==> config.mk <==
export PLATFORM = sky130hd
export DESIGN_NAME = preemptive_priority_scheduler
export DESIGN_NICKNAME = d
export VERILOG_FILES = /design/src/rtl/core/ppsch_pkg.sv /design/src/rtl/core/ppsch_ctrl.sv /design/src/rtl/core/ppsch_dp.sv /design/src/rtl/core/preemptive_priority_scheduler.sv
export SDC_FILE = /design/constraint.sdc
export NUM_CORES = 1
export LEC_CHECK = 0
export BUFFER_PORTS_ARGS = -buffer_cell sky130_fd_sc_hd__buf_4
export CORE_MARGIN = 5
export CORE_UTILIZATION = 45
export DETAILED_ROUTE_END_ITERATION = 16
export GPL_ROUTABILITY_DRIVEN = 0
export PLACE_DENSITY = 0.58
export SYNTH_ARGS = -nofsm -noshare
export SYNTH_HDL_FRONTEND = slang
export SYNTH_SLANG_ARGS = --single-unit
==> constraint.sdc <==
create_clock -name aclk -period 6.1 [get_ports aclk]
set_clock_uncertainty 0.05 [all_clocks]
set_input_delay 1.22 -clock aclk [delete_from_list [all_inputs] [get_ports aclk]]
set_output_delay 1.22 -clock aclk [all_outputs]
set_load 0.02 [all_outputs]
==> src/rtl/core/ppsch_pkg.sv <==
package ppsch_pkg;

    localparam int ARR_W   = 16;
    localparam int BURST_W = 8;
    localparam int PRIO_W  = 8;
    localparam int TIME_W  = 16;
    localparam int SUM_W   = 24;
    localparam int SLOT_W  = 4;

    localparam int S_TDATA_W = 32;
    localparam int M_TDATA_W = 104;

    localparam logic [TIME_W-1:0] TIME_MAX = '1;
    localparam logic [SUM_W-1:0]  SUM_MAX  = '1;

    // one table row: arrival, original burst, remaining work, priority
    typedef struct packed {
        logic [ARR_W-1:0]   arrival;
        logic [BURST_W-1:0] burst;
        logic [BURST_W-1:0] remaining;
        logic [PRIO_W-1:0]  prio;
    } entry_t;

    typedef struct packed {
        logic capture;
        logic load;
        logic scan_en;
        logic update;
        logic calc;
        logic accum;
        logic emit;
    } ctl_cmd_t;

    typedef struct packed {
        logic in_tick;
        logic scan_done;
        logic out_free;
    } ctl_status_t;

endpackage

==> src/rtl/core/ppsch_ctrl.sv <==
module ppsch_ctrl (
    input  logic                  aclk,
    input  logic                  aresetn,
    input  logic                  s_tvalid,
    output logic                  s_tready,
    input  ppsch_pkg::ctl_status_t status,
    output ppsch_pkg::ctl_cmd_t    cmd
);
    import ppsch_pkg::*;

    localparam logic [2:0] ST_IDLE   = 3'd0;
    localparam logic [2:0] ST_LOAD   = 3'd1;
    localparam logic [2:0] ST_SCAN   = 3'd2;
    localparam logic [2:0] ST_UPDATE = 3'd3;
    localparam logic [2:0] ST_CALC   = 3'd4;
    localparam logic [2:0] ST_ACCUM  = 3'd5;
    localparam logic [2:0] ST_EMIT   = 3'd6;

    logic [2:0] state_reg;
    logic [2:0] state_next;

    always_ff @(posedge aclk) begin
        if (!aresetn) begin
            state_reg <= ST_IDLE;
        end else begin
            state_reg <= state_next;
        end
    end

    always_comb begin
        state_next = state_reg;
        cmd        = '0;
        s_tready   = 1'b0;
        unique case (state_reg)
            ST_IDLE: begin
                // take no beat while reset is asserted
                s_tready = aresetn;
                if (s_tvalid && aresetn) begin
                    cmd.capture = 1'b1;
                    state_next  = status.in_tick ? ST_SCAN : ST_LOAD;
                end
            end
            ST_LOAD: begin
                cmd.load   = 1'b1;
                state_next = ST_EMIT;
            end
            ST_SCAN: begin
                cmd.scan_en = 1'b1;
                if (status.scan_done) begin
                    state_next = ST_UPDATE;
                end
            end
            ST_UPDATE: begin
                cmd.update = 1'b1;
                state_next = ST_CALC;
            end
            ST_CALC: begin
                cmd.calc   = 1'b1;
                state_next = ST_ACCUM;
            end
            ST_ACCUM: begin
                cmd.accum  = 1'b1;
                state_next = ST_EMIT;
            end
            ST_EMIT: begin
                if (status.out_free) begin
                    cmd.emit   = 1'b1;
                    state_next = ST_IDLE;
                end
            end
            default: begin
                state_next = ST_IDLE;
            end
        endcase
    end

endmodule

==> src/rtl/core/ppsch_dp.sv <==
module ppsch_dp #(
    parameter int MAX_PROCS = 16
) (
    input  logic                                aclk,
    input  logic                                aresetn,
    input  ppsch_pkg::ctl_cmd_t                 cmd,
    output ppsch_pkg::ctl_status_t              status,
    input  logic                                s_tuser,
    input  logic [ppsch_pkg::S_TDATA_W-1:0]     s_tdata,
    output logic                                m_tvalid,
    input  logic                                m_tready,
    output logic [ppsch_pkg::M_TDATA_W-1:0]     m_tdata
);
    import ppsch_pkg::*;

    localparam int IDX_W = $clog2(MAX_PROCS);
    localparam int CNT_W = $clog2(MAX_PROCS + 1);
    localparam logic [CNT_W-1:0] CNT_FULL = CNT_W'(MAX_PROCS);

    // task table
    entry_t mem [MAX_PROCS];
    entry_t rd_data_reg;

    // captured load fields
    logic [ARR_W-1:0]   in_arr_reg;
    logic [BURST_W-1:0] in_burst_reg;
    logic [PRIO_W-1:0]  in_prio_reg;

    // counters and time
    logic [CNT_W-1:0]  task_count_reg;
    logic [CNT_W-1:0]  done_count_reg;
    logic [TIME_W-1:0] clock_time_reg;
    logic [SUM_W-1:0]  sum_tat_reg;
    logic [SUM_W-1:0]  sum_wt_reg;

    // scan
    logic [CNT_W-1:0] scan_idx_reg;
    logic             rd_pend_reg;
    logic [IDX_W-1:0] rd_slot_reg;
    logic             found_reg;
    entry_t           best_reg;
    logic [IDX_W-1:0] best_slot_reg;

    // per-item results
    logic              acc_reg;
    logic              ran_reg;
    logic              fin_reg;
    logic [TIME_W-1:0] tat_reg;
    logic [TIME_W-1:0] wt_reg;

    // output register
    logic                 m_tvalid_reg;
    logic [M_TDATA_W-1:0] m_tdata_reg;

    logic              table_full;
    logic              scan_active;
    logic              eligible;
    logic              better;
    logic [TIME_W-1:0] time_inc;
    logic              mem_we;
    logic [IDX_W-1:0]  mem_waddr;
    entry_t            mem_wdata;
    logic [SUM_W:0]    sum_tat_next;
    logic [SUM_W:0]    sum_wt_next;
    logic              all_done;

    assign table_full  = (task_count_reg == CNT_FULL);
    assign scan_active = (scan_idx_reg < task_count_reg);
    assign time_inc    = (clock_time_reg == TIME_MAX) ? clock_time_reg
                                                      : clock_time_reg + 1'b1;

    assign eligible = (rd_data_reg.arrival <= clock_time_reg) && (rd_data_reg.remaining != '0);
    assign better   = !found_reg
                   || (rd_data_reg.prio < best_reg.prio)
                   || ((rd_data_reg.prio == best_reg.prio)
                       && (rd_data_reg.arrival < best_reg.arrival));

    always_comb begin
        mem_we    = 1'b0;
        mem_waddr = task_count_reg[IDX_W-1:0];
        mem_wdata = '{arrival: in_arr_reg, burst: in_burst_reg,
                      remaining: in_burst_reg, prio: in_prio_reg};
        if (cmd.load && !table_full) begin
            mem_we = 1'b1;
        end else if (cmd.update && found_reg) begin
            mem_we              = 1'b1;
            mem_waddr           = best_slot_reg;
            mem_wdata           = best_reg;
            mem_wdata.remaining = best_reg.remaining - 1'b1;
        end
    end

    always_ff @(posedge aclk) begin
        if (mem_we) begin
            mem[mem_waddr] <= mem_wdata;
        end
        if (cmd.scan_en && scan_active) begin
            rd_data_reg <= mem[scan_idx_reg[IDX_W-1:0]];
        end
    end

    assign sum_tat_next = {1'b0, sum_tat_reg} + (SUM_W + 1)'(tat_reg);
    assign sum_wt_next  = {1'b0, sum_wt_reg} + (SUM_W + 1)'(wt_reg);
    assign all_done     = (done_count_reg == task_count_reg);

    // control state
    always_ff @(posedge aclk) begin
        if (!aresetn) begin
            task_count_reg <= '0;
            done_count_reg <= '0;
            clock_time_reg <= '0;
            sum_tat_reg    <= '0;
            sum_wt_reg     <= '0;
            scan_idx_reg   <= '0;
            rd_pend_reg    <= 1'b0;
            found_reg      <= 1'b0;
            m_tvalid_reg   <= 1'b0;
        end else begin
            if (cmd.capture) begin
                scan_idx_reg <= '0;
                rd_pend_reg  <= 1'b0;
                found_reg    <= 1'b0;
            end
            if (cmd.scan_en) begin
                rd_pend_reg <= scan_active;
                if (scan_active) begin
                    scan_idx_reg <= scan_idx_reg + 1'b1;
                end
                if (rd_pend_reg && eligible && better) begin
                    found_reg <= 1'b1;
                end
            end
            if (cmd.load && !table_full) begin
                task_count_reg <= task_count_reg + 1'b1;
            end
            if (cmd.update) begin
                clock_time_reg <= time_inc;
                if (found_reg && best_reg.remaining == BURST_W'(1)) begin
                    done_count_reg <= done_count_reg + 1'b1;
                end
            end
            if (cmd.calc && fin_reg) begin
                sum_tat_reg <= sum_tat_next[SUM_W] ? SUM_MAX : sum_tat_next[SUM_W-1:0];
            end
            if (cmd.accum && fin_reg) begin
                sum_wt_reg <= sum_wt_next[SUM_W] ? SUM_MAX : sum_wt_next[SUM_W-1:0];
            end
            if (cmd.emit) begin
                m_tvalid_reg <= 1'b1;
            end else if (m_tready) begin
                m_tvalid_reg <= 1'b0;
            end
        end
    end

    // payload
    always_ff @(posedge aclk) begin
        if (cmd.capture) begin
            in_arr_reg   <= s_tdata[ARR_W-1:0];
            in_burst_reg <= s_tdata[ARR_W+BURST_W-1:ARR_W];
            in_prio_reg  <= s_tdata[ARR_W+BURST_W+PRIO_W-1:ARR_W+BURST_W];
        end
        if (cmd.scan_en && scan_active) begin
            rd_slot_reg <= scan_idx_reg[IDX_W-1:0];
        end
        if (cmd.scan_en && rd_pend_reg && eligible && better) begin
            best_reg      <= rd_data_reg;
            best_slot_reg <= rd_slot_reg;
        end
        if (cmd.load) begin
            acc_reg <= !table_full;
            ran_reg <= 1'b0;
            fin_reg <= 1'b0;
            tat_reg <= '0;
            wt_reg  <= '0;
        end
        if (cmd.update) begin
            acc_reg <= 1'b0;
            ran_reg <= found_reg;
            fin_reg <= found_reg && (best_reg.remaining == BURST_W'(1));
            if (found_reg && best_reg.remaining == BURST_W'(1)) begin
                tat_reg <= time_inc - best_reg.arrival;
            end else begin
                tat_reg <= '0;
            end
        end
        if (cmd.calc) begin
            wt_reg <= (fin_reg && tat_reg >= TIME_W'(best_reg.burst))
                    ? tat_reg - TIME_W'(best_reg.burst) : '0;
        end
        if (cmd.emit) begin
            m_tdata_reg <= {all_done, sum_wt_reg, sum_tat_reg, wt_reg, tat_reg, fin_reg,
                            clock_time_reg,
                            ran_reg ? SLOT_W'(best_slot_reg) : SLOT_W'(0),
                            ran_reg, acc_reg};
        end
    end

    assign status.in_tick   = s_tuser;
    assign status.scan_done = !scan_active && !rd_pend_reg;
    assign status.out_free  = !m_tvalid_reg || m_tready;

    assign m_tvalid = m_tvalid_reg;
    assign m_tdata  = m_tdata_reg;

endmodule

==> src/rtl/core/preemptive_priority_scheduler.sv <==
// Channel  Dir  Signals                      Contents
// s_       in   s_tvalid s_tready s_tuser    tuser: cmd (0 load, 1 tick)
//                s_tdata[31:0]               arrival, burst, prio
// m_       out  m_tvalid m_tready            one result beat per input beat
//                m_tdata[103:0]              status, time and totals
//
// A load beat runs through the LOAD and EMIT states and a tick beat through
// SCAN, UPDATE, CALC, ACCUM and EMIT before its result is valid on m_; the
// next beat is taken only once the controller is back in IDLE. The task
// table is read one slot per cycle, so the scan over the loaded slots makes
// a tick take longer than a load.
// aresetn (synchronous) clears the counters, time and totals; the table
// needs no clearing since only loaded slots are read.
// A new beat is taken while the previous result still waits on m_; the
// block then holds its finished result until the output register frees.
module preemptive_priority_scheduler #(
    parameter int MAX_PROCS = 16
) (
    input  logic                            aclk,
    input  logic                            aresetn,
    input  logic                            s_tvalid,
    output logic                            s_tready,
    // cmd
    input  logic                            s_tuser,
    // arrival[15:0], burst[23:16], prio[31:24]
    input  logic [ppsch_pkg::S_TDATA_W-1:0] s_tdata,
    output logic                            m_tvalid,
    input  logic                            m_tready,
    // accepted[0], ran[1], run_slot[5:2], time_now[21:6], finished[22],
    // turnaround[38:23], waiting[54:39], total_turnaround[78:55],
    // total_waiting[102:79], all_done[103]
    output logic [ppsch_pkg::M_TDATA_W-1:0] m_tdata
);
    import ppsch_pkg::*;

    ctl_cmd_t    cmd;
    ctl_status_t status;

    // sequence: accept, then load, or scan, update, calc and accum; then emit
    ppsch_ctrl u_ctrl (
        .aclk     (aclk),
        .aresetn  (aresetn),
        .s_tvalid (s_tvalid),
        .s_tready (s_tready),
        .status   (status),
        .cmd      (cmd)
    );

    // table memory, selection, time and totals, output register
    ppsch_dp #(
        .MAX_PROCS (MAX_PROCS)
    ) u_dp (
        .aclk     (aclk),
        .aresetn  (aresetn),
        .cmd      (cmd),
        .status   (status),
        .s_tuser  (s_tuser),
        .s_tdata  (s_tdata),
        .m_tvalid (m_tvalid),
        .m_tready (m_tready),
        .m_tdata  (m_tdata)
    );

endmodule

==> results_dict.tcl <==
set metrics [dict create \
    worst_pin_slew_ns 1.274 \
    hp-start "u_dp.rd_data_reg[16]$_DFFE_PP_" \
    wl_um 93400 \
    reg2reg_from "u_dp.clock_time_reg[3]$_SDFFE_PN0P_" \
    total_leakage_power_uw 0.01537 \
    cp-start-kind "flop" \
    port_buffers 142 \
    syn_inst 2283 \
    rows 109 \
    report.final.slew_viol_count 0 \
    syn2layout_area_growth_pct 15.11 \
    die_y_um 308.9 \
    synthFlopType "edfxtp_1" \
    design_area_um2 46270 \
    cts_max_level 3 \
    hold_viol_final 0 \
    rsz0062_at_grt "no" \
    crit_fanout 9 \
    cts_setup_buffers 0 \
    min_period_over_period 0.7041 \
    drc 0 \
    pwr-share-clk 0.394 \
    synthAdderAreaFrac 0.03468 \
    r2r_slack_ns 1.81 \
    power_switching_uw 3527 \
    synth_top_family_by_area "multiplexers" \
    cts_tree "built" \
    yosysSeqAreaShare 0.7138 \
    nNetsFinal 2655 \
    r2r_cells 13 \
    worstHoldEndpoint "u_dp.best_reg[16]$_DFFE_PP_" \
    synth-simple-area-share 0.05031 \
    final_core_util 0.5227 \
    antenna_found_initial 1 \
    crit_type "reg -> reg" \
    synth_top_cell_by_area "edfxtp_1" \
    routed-via-count 21430 \
    r2r_end "u_dp.tat_reg[13]$_SDFFCE_PN0P_" \
    first_global_vias 21810 \
    die_x_um 308.9 \
    grt_use_total 0.1954 \
    start_util 0.4541 \
    async_flop_share 0 \
    cts_made_buffers 101 \
    clk_pin_slew_worst_paths_ns 0.06 \
    insertedDiodeCount 0 \
    min_period_ns 4.295 \
    ys_ff_latch 984 \
    vias_per_cell 5.702 \
    first_pass_iters 5 \
    muxShareOfSynthArea 0.1138 \
    peakVddDrop_uv 197.6 \
    placement.cell_area_um2 43040 \
    grt_start_max_net_pins 93 \
    cp.arrival_ns 4.66 \
    overflow 0 \
    synth_xor_area_frac 0.01722 \
    clk_latency_ns 0.68 \
    power_density_nw_per_um2 328.1 \
    core_um2 88510 \
    hpwlAfterDp_um 58680 \
    outcome "finished clean" \
    synth-edff-count 898 \
    synth.distinct_cells 73 \
    final_antenna_net_count 0 \
    ios 143 \
    timing.slew.headroom 0.1369 \
    end_kind "flop" \
    drt_iter0_drc 1796 \
    hold_depth 0 \
    hold_buffers 0 \
    drive_gt1_frac 0.2409 \
    pre_cts_slack_ns 1.921 \
    p_int_uw 11650 \
    seqCellArea_um2 28700 \
    cp.required_ns 6.46 \
    fillers 7046 \
    cts_sinks 984 \
    fmax_mhz 232.8 \
    final-setup-viol-count 0 \
    synth_most_common_cell "edfxtp_1" \
    dieArea_um2 95390 \
    largest_reg_flops 640 \
    root_buffer "clkbuf_16" \
    cts_buffer_depth 3 \
    yosysTopAreaCellShare 0.6709 \
    multiInputGateArea_um2 11030 \
    startpoint "u_dp.clock_time_reg[3]$_SDFFE_PN0P_" \
    wl_per_cell_um 24.85 \
    pwr-share-comb 0.085 \
    ys_top_cells_by_count "edfxtp_1 (898), mux4_2 (200), nor2_1 (112)" \
    setup_ws_ns 1.805 \
    synth-compound-area-share 0.05463 \
    cts_resized 0 \
    synth_fp_nets 2429 \
    synth.area.top_cells "edfxtp_1 (67%), mux4_2 (11%), dfxtp_1 (4.3%), ha_1 (3.3%), o21ai_0 (1.2%)" \
    grt_pass1_wl_um 139800 \
    holdWs_ns 0.3573 \
    setup_tns_ns 0 \
    syn_avg_cell_area_um2 17.61 \
    drv_cap 0 \
    yosys_warnings 0 \
    hp-class "reg -> reg" \
    sw_frac_of_total 0.2324 \
    synth.cell_area_um2 40190 \
    p_seq_frac 0.521 \
]
[worst max-delay path by stage]
stage	endpoint	slack, ns	cells past startpoint
2_1_floorplan	u_dp.best_reg[0]$_DFFE_PP_	1.47	8
3_5_place_dp	u_dp.tat_reg[13]$_SDFFCE_PN0P_	1.92	13
3_3_place_gp	u_dp.tat_reg[13]$_SDFFCE_PN0P_	1.96	13
4_1_cts	u_dp.tat_reg[13]$_SDFFCE_PN0P_	1.90	13
6_report	u_dp.tat_reg[13]$_SDFFCE_PN0P_	1.81	13
5_1_grt	u_dp.tat_reg[13]$_SDFFCE_PN0P_	1.43	13
[layout make-up]
cell class,instances,area share
Multi-Input combinational cell,1143,0.2384
Timing Repair Buffer,208,0.03429
Sequential cell,984,0.6203
Clock buffer,133,0.05944
Tap cell,1165,0.03151
Clock inverter,55,0.01028
Inverter,71,0.005760
[stage by stage]
| stage | instances | power [uW] |
|---|---|---|
| after global routing | 3759 | 15770 |
| after CTS | 3759 | 15340 |
| after detailed placement | 3571 | 9362 |
| after global placement | 3571 | 9320 |
| after floorplan | 2283 | 8875 |
| final | 3759 | 15180 |
[layout by cell type, fill, tap and decap left out, types with 24 or more instances in the layout]
| cell type | count |
|---|---|
| edfxtp_1 | 898 |
| buf_4 | 206 |
| mux4_2 | 200 |
| nand2_1 | 109 |
| ha_1 | 105 |
| clkbuf_16 | 103 |
| nor2_1 | 96 |
| o21ai_0 | 92 |
| a21oi_1 | 83 |
| dfxtp_1 | 82 |
| inv_1 | 67 |
| xnor2_1 | 51 |
| nor3_1 | 40 |
| a21o_1 | 29 |
| nand3_1 | 29 |
| xor2_1 | 28 |
| clkbuf_1 | 24 |
[worst max-delay path, stage by stage, from the launching register on]
cell and delay (ns):
dfxtp_1 0.54, nand4_2 0.20, nor4_1 0.68, nand2_1 0.33, a21oi_1 0.36, inv_1 0.08
ha_1 0.27, nor2b_1 0.14, o2111a_1 0.25, o2111ai_1 0.26, nand2_1 0.15, a2111oi_0 0.49
or3_1 0.18, a21oi_1 0.05
[logic make-up (layout without fill, tap and decap cells)]
family	after synthesis	count (layout)
adders and majority gates	109	109
AOI/OAI and AO/OA	332	332
DFF	984	984
buffers and inverters	156	467
and+or+nand+nor	416	416
muxes	207	207
xor gates and xnor gates	79	79
[per-layer routing]
metal / up-vias / global-route usage / share of wire
met5: - / 0 / 0
met4: 0 / 0.04823 / 0.018
met3: 106 / 0.02910 / 0.052
met2: 597 / 0.3256 / 0.49
met1: 11130 / 0.2758 / 0.44
li1: 9603 / - / -
[power groups by stage]
| stage | registers, uW | logic (uW) | clock network (uW) |
|---|---|---|---|
| after floorplan | 8000 | 879 | 0 |
| after global placement | 8050 | 1270 | 0 |
| after detailed placement | 8060 | 1300 | 0 |
| after CTS | 7920 | 1310 | 6110 |
| after global routing | 7940 | 1420 | 6420 |
| final | 7910 | 1290 | 5970 |
Note: power is estimated with default switching activity, not from simulation.
